--- src/rtl/crq_pkg.sv ---
// Shared types and constants for the coalescing request queue.
// No dependencies; compiled first.
package crq_pkg;

  localparam int FIELD_W = 16;

  typedef enum logic [1:0] {
    OP_ENQ = 2'd0,
    OP_DEQ = 2'd1,
    OP_CLR = 2'd2
  } op_t;

  typedef enum logic [2:0] {
    ST_ADDED       = 3'd0,
    ST_OVERWRITTEN = 3'd1,
    ST_FULL        = 3'd2,
    ST_POPPED      = 3'd3,
    ST_EMPTY       = 3'd4,
    ST_DROPPED     = 3'd5,
    ST_CLEARED     = 3'd6
  } status_t;

  typedef enum logic [2:0] {
    S_IDLE,
    S_WALK,
    S_ALLOC_RD,
    S_ALLOC_WR,
    S_ALLOC_LINK,
    S_DEQ,
    S_RESP
  } state_t;

endpackage

--- src/rtl/crq_in_if.sv ---
// Request channel of the coalescing request queue: valid/ready plus one request.
// Depends on crq_pkg.
interface crq_in_if;
  logic                         valid;
  logic                         ready;
  logic [1:0]                   opcode;
  logic [crq_pkg::FIELD_W-1:0]  requester_id;
  logic [crq_pkg::FIELD_W-1:0]  from_anchor;
  logic [crq_pkg::FIELD_W-1:0]  to_anchor;
  logic                         request_valid;
  logic                         priority_request;
  logic                         head_owner_is_npc;
  logic                         head_owner_idle;

  modport source (
    output valid, opcode, requester_id, from_anchor, to_anchor, request_valid,
           priority_request, head_owner_is_npc, head_owner_idle,
    input  ready
  );
  modport sink (
    input  valid, opcode, requester_id, from_anchor, to_anchor, request_valid,
           priority_request, head_owner_is_npc, head_owner_idle,
    output ready
  );
endinterface

--- src/rtl/crq_out_if.sv ---
// Result channel of the coalescing request queue: valid/ready plus one result.
// Depends on crq_pkg; CNT_W follows the queue depth.
interface crq_out_if #(parameter int CNT_W = 6);
  logic                         valid;
  logic                         ready;
  crq_pkg::status_t             status;
  logic [crq_pkg::FIELD_W-1:0]  out_requester_id;
  logic [crq_pkg::FIELD_W-1:0]  out_from_anchor;
  logic [crq_pkg::FIELD_W-1:0]  out_to_anchor;
  logic                         out_request_valid;
  logic [CNT_W-1:0]             queue_count;

  modport source (
    output valid, status, out_requester_id, out_from_anchor, out_to_anchor,
           out_request_valid, queue_count,
    input  ready
  );
  modport sink (
    input  valid, status, out_requester_id, out_from_anchor, out_to_anchor,
           out_request_valid, queue_count,
    output ready
  );
endinterface

--- src/rtl/coalescing_request_queue.sv ---
// The enqueue id search walks the linked list, one entry per cycle of the payload memory.
// Throughput: one item at a time; the next request is taken once the result is
//   registered, while that result may still wait on the output.
// Reset (synchronous): empties the queue and allocation counters;
//   no clearing pass over the memories.
module coalescing_request_queue #(
  parameter int QUEUE_DEPTH = 32,
  parameter int ID_BITS     = 16
) (
  input  logic      clk,
  input  logic      rst,
  crq_in_if.sink    req,
  crq_out_if.source res
);
  import crq_pkg::*;

  localparam int IDX_W = (QUEUE_DEPTH > 1) ? $clog2(QUEUE_DEPTH) : 1;
  localparam int CNT_W = $clog2(QUEUE_DEPTH + 1);
  localparam int ID_W  = (ID_BITS < FIELD_W) ? ID_BITS : FIELD_W;
  localparam int PAY_W = ID_W + 2 * FIELD_W + 1;
  localparam logic [CNT_W-1:0] DEPTH_C = CNT_W'(QUEUE_DEPTH);
  localparam logic [CNT_W-1:0] ONE_C   = CNT_W'(1);
  localparam logic [CNT_W-1:0] TWO_C   = CNT_W'(2);

  // memories
  logic [PAY_W-1:0] pay_mem  [QUEUE_DEPTH];
  logic [IDX_W-1:0] link_mem [QUEUE_DEPTH];
  logic [IDX_W-1:0] stk_mem  [QUEUE_DEPTH];   // recycled entries
  logic [PAY_W-1:0] pay_rd;
  logic [IDX_W-1:0] link_rd;
  logic [IDX_W-1:0] stk_rd;

  state_t state, state_next;

  // control
  logic [CNT_W-1:0] count;
  logic [IDX_W-1:0] head;
  logic [IDX_W-1:0] tail;
  logic [CNT_W-1:0] fresh;   // entries fresh..DEPTH-1 never used since clear
  logic [CNT_W-1:0] sp;
  logic             out_valid;

  // request and work registers
  logic [ID_W-1:0]    id_r;
  logic [FIELD_W-1:0] from_r;
  logic [FIELD_W-1:0] to_r;
  logic               val_r;
  logic               prio_r;
  logic               drop_r;
  logic [IDX_W-1:0]   cur;
  logic [CNT_W-1:0]   walk_n;
  logic [IDX_W-1:0]   ne_r;
  status_t            status_r;
  logic [PAY_W-1:0]   res_pay;

  // output registers
  status_t          o_status;
  logic [PAY_W-1:0] o_pay;
  logic [CNT_W-1:0] o_count;

  // memory controls
  logic [IDX_W-1:0] rd_addr;
  logic             pay_we;
  logic [IDX_W-1:0] pay_waddr;
  logic             link_we;
  logic [IDX_W-1:0] link_waddr;
  logic [IDX_W-1:0] link_wdata;
  logic             stk_we;
  logic [CNT_W-1:0] sp_dec;

  logic             accept;
  op_t              op;
  logic             walk_hit;
  logic             walk_last;
  logic             prio_ins;
  logic             out_free;
  logic [IDX_W-1:0] ne;
  logic [PAY_W-1:0] pay_wd;

  assign accept    = req.valid && req.ready;
  assign op        = op_t'(req.opcode);
  assign walk_hit  = (pay_rd[PAY_W-1 -: ID_W] == id_r);
  assign walk_last = ((walk_n + ONE_C) == count);
  assign prio_ins  = prio_r && (count >= TWO_C);
  assign out_free  = !out_valid || res.ready;
  assign sp_dec    = sp - ONE_C;
  assign ne        = (fresh != DEPTH_C) ? fresh[IDX_W-1:0] : stk_rd;
  assign pay_wd    = {id_r, from_r, to_r, val_r};

  assign req.ready             = (state == S_IDLE);
  assign res.valid             = out_valid;
  assign res.status            = o_status;
  assign res.out_requester_id  = FIELD_W'(o_pay[PAY_W-1 -: ID_W]);
  assign res.out_from_anchor   = o_pay[2*FIELD_W : FIELD_W+1];
  assign res.out_to_anchor     = o_pay[FIELD_W:1];
  assign res.out_request_valid = o_pay[0];
  assign res.queue_count       = o_count;

  always_ff @(posedge clk) begin
    if (pay_we) pay_mem[pay_waddr] <= pay_wd;
    pay_rd <= pay_mem[rd_addr];
  end

  always_ff @(posedge clk) begin
    if (link_we) link_mem[link_waddr] <= link_wdata;
    link_rd <= link_mem[rd_addr];
  end

  always_ff @(posedge clk) begin
    if (stk_we) stk_mem[sp[IDX_W-1:0]] <= head;
    stk_rd <= stk_mem[sp_dec[IDX_W-1:0]];
  end

  always_ff @(posedge clk) begin
    if (rst) begin
      state <= S_IDLE;
    end else begin
      state <= state_next;
    end
  end

  always_comb begin
    state_next = state;
    rd_addr    = head;
    pay_we     = 1'b0;
    pay_waddr  = cur;
    link_we    = 1'b0;
    link_waddr = tail;
    link_wdata = ne;
    stk_we     = 1'b0;
    unique case (state)
      S_IDLE: begin
        if (accept) begin
          unique case (op)
            OP_ENQ:  state_next = (count == '0) ? S_ALLOC_RD : S_WALK;
            OP_DEQ:  state_next = (count == '0) ? S_RESP : S_DEQ;
            default: state_next = S_RESP;   // clear; the spare code clears too
          endcase
        end
      end
      S_WALK: begin
        if (walk_hit && walk_n != '0) begin
          pay_we     = 1'b1;
          state_next = S_RESP;
        end else if (walk_hit || walk_last) begin
          // a match at the head may be in service: take a new entry
          state_next = S_ALLOC_RD;
        end else begin
          rd_addr = link_rd;
        end
      end
      S_ALLOC_RD: begin
        state_next = (count == DEPTH_C) ? S_RESP : S_ALLOC_WR;
      end
      S_ALLOC_WR: begin
        pay_we    = 1'b1;
        pay_waddr = ne;
        if (count == '0) begin
          state_next = S_RESP;
        end else if (prio_ins) begin
          link_we    = 1'b1;
          link_waddr = ne;
          link_wdata = link_rd;
          state_next = S_ALLOC_LINK;
        end else begin
          link_we    = 1'b1;
          state_next = S_RESP;
        end
      end
      S_ALLOC_LINK: begin
        link_we    = 1'b1;
        link_waddr = head;
        link_wdata = ne_r;
        state_next = S_RESP;
      end
      S_DEQ: begin
        stk_we     = 1'b1;
        state_next = S_RESP;
      end
      S_RESP: begin
        if (out_free) state_next = S_IDLE;
      end
      default: state_next = S_IDLE;
    endcase
  end

  // queue bookkeeping
  always_ff @(posedge clk) begin
    if (rst) begin
      count     <= '0;
      head      <= '0;
      tail      <= '0;
      fresh     <= '0;
      sp        <= '0;
      out_valid <= 1'b0;
    end else begin
      if (state == S_RESP && out_free) begin
        out_valid <= 1'b1;
      end else if (res.ready) begin
        out_valid <= 1'b0;
      end
      case (state)
        S_IDLE: begin
          if (accept && op != OP_ENQ && op != OP_DEQ) begin
            count <= '0;
            head  <= '0;
            tail  <= '0;
            fresh <= '0;
            sp    <= '0;
          end
        end
        S_ALLOC_WR: begin
          count <= count + ONE_C;
          if (fresh != DEPTH_C) begin
            fresh <= fresh + ONE_C;
          end else begin
            sp <= sp_dec;
          end
          if (count == '0) begin
            head <= ne;
            tail <= ne;
          end else if (!prio_ins) begin
            tail <= ne;
          end
        end
        S_DEQ: begin
          sp    <= sp + ONE_C;
          count <= count - ONE_C;
          if (count == ONE_C) begin
            head <= '0;
            tail <= '0;
          end else begin
            head <= link_rd;
          end
        end
        default: ;
      endcase
    end
  end

  // request capture, result building, output register
  always_ff @(posedge clk) begin
    case (state)
      S_IDLE: begin
        if (accept) begin
          id_r    <= req.requester_id[ID_W-1:0];
          from_r  <= req.from_anchor;
          to_r    <= req.to_anchor;
          val_r   <= req.request_valid;
          prio_r  <= req.priority_request;
          drop_r  <= req.head_owner_is_npc && req.head_owner_idle;
          cur     <= head;
          walk_n  <= '0;
          res_pay <= '0;
          if (op == OP_DEQ) begin
            status_r <= ST_EMPTY;
          end else begin
            status_r <= ST_CLEARED;
          end
        end
      end
      S_WALK: begin
        if (walk_hit && walk_n != '0) begin
          status_r <= ST_OVERWRITTEN;
        end else if (!walk_hit && !walk_last) begin
          cur    <= link_rd;
          walk_n <= walk_n + ONE_C;
        end
      end
      S_ALLOC_RD: status_r <= ST_FULL;
      S_ALLOC_WR: begin
        status_r <= ST_ADDED;
        ne_r     <= ne;
      end
      S_DEQ: begin
        if (drop_r) begin
          status_r <= ST_DROPPED;
        end else begin
          status_r <= ST_POPPED;
          res_pay  <= pay_rd;
        end
      end
      S_RESP: begin
        if (out_free) begin
          o_status <= status_r;
          o_pay    <= res_pay;
          o_count  <= count;
        end
      end
      default: ;
    endcase
  end

endmodule

--- src/flat_wrapper.sv ---
// flat-port wrapper written by rule: the top's interface ports become plain ports
module coalescing_request_queue_flat import crq_pkg::*;
#(
  parameter int QUEUE_DEPTH = 32,
  parameter int ID_BITS     = 16
)
  (clk, rst, req_valid, req_opcode, req_requester_id, req_from_anchor, req_to_anchor, req_request_valid, req_priority_request, req_head_owner_is_npc, req_head_owner_idle, req_ready, res_valid, res_status, res_out_requester_id, res_out_from_anchor, res_out_to_anchor, res_out_request_valid, res_queue_count, res_ready);
  crq_in_if req_i ();
  crq_out_if #(.CNT_W((6))) res_i ();
  input  logic clk;
  input  logic rst;
  input wire logic [$bits(req_i.valid)-1:0] req_valid;
  input wire logic [$bits(req_i.opcode)-1:0] req_opcode;
  input wire logic [$bits(req_i.requester_id)-1:0] req_requester_id;
  input wire logic [$bits(req_i.from_anchor)-1:0] req_from_anchor;
  input wire logic [$bits(req_i.to_anchor)-1:0] req_to_anchor;
  input wire logic [$bits(req_i.request_valid)-1:0] req_request_valid;
  input wire logic [$bits(req_i.priority_request)-1:0] req_priority_request;
  input wire logic [$bits(req_i.head_owner_is_npc)-1:0] req_head_owner_is_npc;
  input wire logic [$bits(req_i.head_owner_idle)-1:0] req_head_owner_idle;
  output wire logic [$bits(req_i.ready)-1:0] req_ready;
  output wire logic [$bits(res_i.valid)-1:0] res_valid;
  output wire logic [$bits(res_i.status)-1:0] res_status;
  output wire logic [$bits(res_i.out_requester_id)-1:0] res_out_requester_id;
  output wire logic [$bits(res_i.out_from_anchor)-1:0] res_out_from_anchor;
  output wire logic [$bits(res_i.out_to_anchor)-1:0] res_out_to_anchor;
  output wire logic [$bits(res_i.out_request_valid)-1:0] res_out_request_valid;
  output wire logic [$bits(res_i.queue_count)-1:0] res_queue_count;
  input wire logic [$bits(res_i.ready)-1:0] res_ready;
  assign req_i.valid = req_valid;
  assign req_i.opcode = req_opcode;
  assign req_i.requester_id = req_requester_id;
  assign req_i.from_anchor = req_from_anchor;
  assign req_i.to_anchor = req_to_anchor;
  assign req_i.request_valid = req_request_valid;
  assign req_i.priority_request = req_priority_request;
  assign req_i.head_owner_is_npc = req_head_owner_is_npc;
  assign req_i.head_owner_idle = req_head_owner_idle;
  assign req_ready = req_i.ready;
  assign res_valid = res_i.valid;
  assign res_status = res_i.status;
  assign res_out_requester_id = res_i.out_requester_id;
  assign res_out_from_anchor = res_i.out_from_anchor;
  assign res_out_to_anchor = res_i.out_to_anchor;
  assign res_out_request_valid = res_i.out_request_valid;
  assign res_queue_count = res_i.queue_count;
  assign res_i.ready = res_ready;
  coalescing_request_queue #(.QUEUE_DEPTH(QUEUE_DEPTH), .ID_BITS(ID_BITS)) u_core (.clk(clk), .rst(rst), .req(req_i), .res(res_i));
endmodule
--- config.mk ---
export PLATFORM = sky130hd
export DESIGN_NAME = coalescing_request_queue_flat
export DESIGN_NICKNAME = d
export VERILOG_FILES = /design/src/rtl/crq_pkg.sv /design/src/rtl/crq_in_if.sv /design/src/rtl/crq_out_if.sv /design/src/rtl/coalescing_request_queue.sv /design/src/flat_wrapper.sv
export SDC_FILE = /design/constraint.sdc
export NUM_CORES = 2
export LEC_CHECK = 0
export BUFFER_PORTS_ARGS = -buffer_cell sky130_fd_sc_hd__buf_2
export CAP_MARGIN = 0
export CORE_ASPECT_RATIO = 0.75
export CORE_UTILIZATION = 57
export CTS_CLUSTER_DIAMETER = 80
export DETAILED_ROUTE_END_ITERATION = 7
export GPL_TIMING_DRIVEN = 0
export HOLD_SLACK_MARGIN = 0.03
export PLACE_DENSITY = 0.72
export SLEW_MARGIN = 20
export SYNTH_ARGS = -nofsm -noshare
export SYNTH_HDL_FRONTEND = slang
export SYNTH_SLANG_ARGS = --single-unit
--- constraint.sdc ---
create_clock -name clk -period 4.9 [get_ports clk]
set_input_delay 0.245 -clock clk [delete_from_list [all_inputs] [get_ports clk]]
set_output_delay 0.245 -clock clk [all_outputs]
set_load 0.03 [all_outputs]
==> impl_metrics.tcl <==
set metrics [dict create \
    boundaryPins 118 \
    clkTransAtPathRegs_ns 0.06 \
    synth-seq-cells 2155 \
    reg2regPathDepth 12 \
    die_w_um 450 \
    hp-class "primary input to flip-flop" \
    postSynthNetCount 5306 \
    cts_tree "done" \
    slowest_delay_ns 0.97 \
    timing.final.ws_setup_ns -0.228 \
    via_count 57600 \
    grt_max_degree 40 \
    violations "DRC, setup timing" \
    power_frac_seq_pct 40.5 \
    path_delay_family "compound AO/OA/AOI/OAI gates" \
    cpMaxStageDelayCell "a221oi_1" \
    arrival_ns 5.85 \
    cts_buffers 195 \
    clkPwrFrac_pct 26.8 \
    antenna_found_initial 21 \
    clock_latency_ns 0.87 \
    synthArstFlopShare_pct 0 \
    avgSynthCellArea_sq_um 16.4 \
    grtUsageTotal_pct 38.4 \
    timing.setup.tns_ns -0.582 \
    cts_buffer_depth 3 \
    regArea_sq_mm 0.0638 \
    hold_violations 0 \
    synth_area_sq_mm 0.0856 \
    status "finished with violations" \
    nFillCells 9820 \
    drt_iter0_markers 11100 \
    critPathMaxFanout 10 \
    layoutNonFillerInstCount 7950 \
    initial_utilization_pct 57.7 \
    clock.fmax_mhz 195 \
    drt-wirelength-per-cell_um 37.1 \
    path_buf_inv 4 \
    crit_path_cell_trace "clkbuf_1 -> nand2b_1 -> nor2_1 -> nand2_1 -> a211oi_4 -> clkbuf_2 -> buf_12 -> clkbuf_1 -> nor2b_1 -> a221oi_1 -> nor4_1 -> o2111a_1" \
    cp.depth 12 \
    switching_share_pct 38.4 \
    final.period_utilization_pct 105 \
    netlist_instances 5234 \
    power-per-cell-area_mw_per_mm2 573 \
    multiInputGateArea_sq_mm 0.0205 \
    startpoint "u_core.state[2]" \
    crit_required_ns 5.62 \
    comb_power_share_pct 32.6 \
    dieArea_sq_mm 0.152 \
    p_switching_w 0.0219 \
    crit_path_end_kind "flip-flop" \
    cp-endpoint "u_core.pay_rd[46]" \
    regToRegSetupSlack_ns -0.23 \
    ys_types 67 \
    static-leakage-power_nw 31.8 \
    clockRootBuffer "clkbuf_16" \
    setup_viol 11 \
    synth_edf_count 2065 \
    layout.nets 5843 \
    rsz0062_at_grt "yes" \
    p_int_w 0.0351 \
    ant_nets 0 \
    dp_cells 7446 \
    core_sq_mm 0.148 \
    routabilityCongestion 0.935 \
    slew_headroom_pct 12.1 \
    drc 1 \
    peakVddDrop_v 0.000521 \
    dr.pass1.iters 8 \
    via_per_inst 7.24 \
    cpMostUsedCell "clkbuf_1" \
    rr_endpoint "u_core.pay_rd[46]" \
    drv_slew 0 \
    ys_seq_area_share_pct 74.5 \
    min_period_ns 5.13 \
    htree_num_levels 4 \
    worst_pin_slew_ns 1.32 \
    rows 122 \
    drive_gt1_share_pct 16.1 \
    fin_skew_ns 0.0403 \
    grt_pass1_vias 53800 \
    path_class "flip-flop to flip-flop" \
    ys_warn_count 0 \
    startpoint_type "flip-flop" \
    timing.rr.start "u_core.state[2]" \
    synthFlopType "edfxtp_1" \
    die_h_um 338 \
    wl_mm 295 \
    numClockSinks 2155 \
    hold_slack_ns 0.0823 \
    grt_pass1_wl_mm 407 \
    port-buffer-count 116 \
    globalRoute.totalOverflow 0 \
    area_delta_synth_final_pct 16.2 \
    cap_violations 0 \
    dp_hpwl_mm 196 \
]
-- per-layer routing --
metal | vias up | GRT usage [%] | wire [um]
met3 | 850 | 17.5 | 53800
met4 | 28 | 17.8 | 15400
met1 | 28800 | 52.4 | 106000
met2 | 5361 | 52.5 | 120000
met5 | - | 0 | 276
li1 | 22600 | - | -
-- logic make-up after synthesis --
family	Yosys count	share of synthesized area (%)
compound gates	1199	12.1
fa+ha+maj	14	0.205
simple gates	1289	8.76
mux	68	1.57
buf+inv	473	2.47
flops	2155	74.5
xor+xnor	36	0.384
-- per-stage QoR --
stage / area [sq um] / power, W / util [%] / setup WS [ns]
6_report: 99500 / 0.0570 / 67.1 / -0.228
5_1_grt: 99400 / 0.0577 / 67.0 / -0.0384
4_1_cts: 99000 / 0.0557 / 66.7 / 0.0189
3_5_place_dp: 91600 / 0.0403 / 61.7 / -2.04
3_3_place_gp: 88700 / 0.0395 / 59.8 / -4.63
2_1_floorplan: 85600 / 0.0316 / - / 0.0574
-- flip-flops by register name, summed over array words and instances, names as in the netlist, 6 cells and up --
register,count
u_core.o_pay,49
u_core.to_r,16
u_core.link_mem,160
u_core.walk_n,6
u_core.fresh,6
u_core.count,6
u_core.res.queue_count,6
u_core.res_pay,49
u_core.pay_rd,49
u_core.from_r,16
u_core.id_r,16
u_core.pay_mem,1568
u_core.stk_mem,160
-- synthesized netlist by cell type (27+ instances only) --
cell	instances	share of area [%]
o41ai_1	162	1.7
mux4_2	50	1.3
buf_4	27	0.24
nor2_1	159	0.70
nand2_1	68	0.30
buf_2	179	1.0
a21oi_1	36	0.21
a221oi_1	870	8.9
o2111a_1	54	0.71
nor4_1	57	0.42
edfxtp_1	2065	72
nor2b_1	874	6.4
dfxtp_1	90	2.1
clkbuf_1	229	1.0
and3_1	49	0.36
-- worst min-delay path by stage --
stage,from,end,slack [ns],cells past startpoint
global placement,u_core.res_pay[33],u_core.o_pay[33],0.40,0
global route,req_requester_id[5],u_core.id_r[5],0.09,2
CTS,req_to_anchor[8],u_core.to_r[8],0.05,2
floorplan,req_from_anchor[0],u_core.from_r[0],0.34,0
finish,req_from_anchor[4],u_core.from_r[4],0.08,2
detailed placement,u_core.res_pay[6],u_core.o_pay[6],0.40,0
-- area by class of cell --
cell class | instances | share of cell area [%]
sequential | 2155 | 64.1
timing repair buffer | 341 | 4.24
clock inverter | 96 | 0.845
inverter | 19 | 0.0742
multi-input combinational | 2606 | 20.6
tap | 1984 | 2.49
buffer | 453 | 2.12
antenna | 21 | 0.0528
clock buffer | 275 | 5.46
-- power groups by stage --
stage / Clock (W) / Combinational [W] / Sequential [W]
finish: 0.0153 / 0.0186 / 0.0231
global route: 0.0159 / 0.0186 / 0.0232
CTS: 0.0152 / 0.0171 / 0.0234
detailed placement: 0 / 0.0164 / 0.0239
global placement: 0 / 0.0155 / 0.0240
floorplan: 0 / 0.00811 / 0.0235
-- cells in the final DEF, fill, tap and decap left out, drive strengths merged, types with 5 or more instances in the layout --
master | netlist | final
a211oi | 11 | 11
a21o | 6 | 6
a21oi | 36 | 36
a221oi | 870 | 870
a22oi | 8 | 8
a311oi | 5 | 5
a31oi | 7 | 7
and2 | 8 | 8
and3 | 49 | 49
buf | 225 | 507
bufinv | 0 | 11
clkbuf | 229 | 504
clkinv | 0 | 72
clkinvlp | 0 | 7
dfxtp | 90 | 90
diode | 0 | 21
dlygate4sd3 | 0 | 58
edfxtp | 2065 | 2065
ha | 14 | 14
inv | 19 | 25
mux2 | 7 | 7
mux2i | 11 | 11
mux4 | 50 | 50
nand2 | 70 | 70
nand2b | 12 | 12
nand3 | 12 | 12
nand3b | 5 | 5
nand4 | 6 | 6
nor2 | 160 | 160
nor2b | 874 | 874
nor3 | 22 | 22
nor4 | 59 | 59
o2111a | 54 | 54
o21ai | 24 | 24
o41ai | 162 | 162
or3 | 7 | 7
xnor2 | 26 | 26
xor2 | 9 | 9
-- timing repair --
action | in CTS | in global routing
hold buffers | 58 | 0
endpoints found under the hold margin | 70 | 0
endpoints found under the setup margin | 1355 | 91
pin swaps | 2 | 2
gates resized for setup | 60 | 16
buffers inserted | 24 | 15
cloned | 0 | 0
Note: power is estimated with default switching activity, not from simulation.
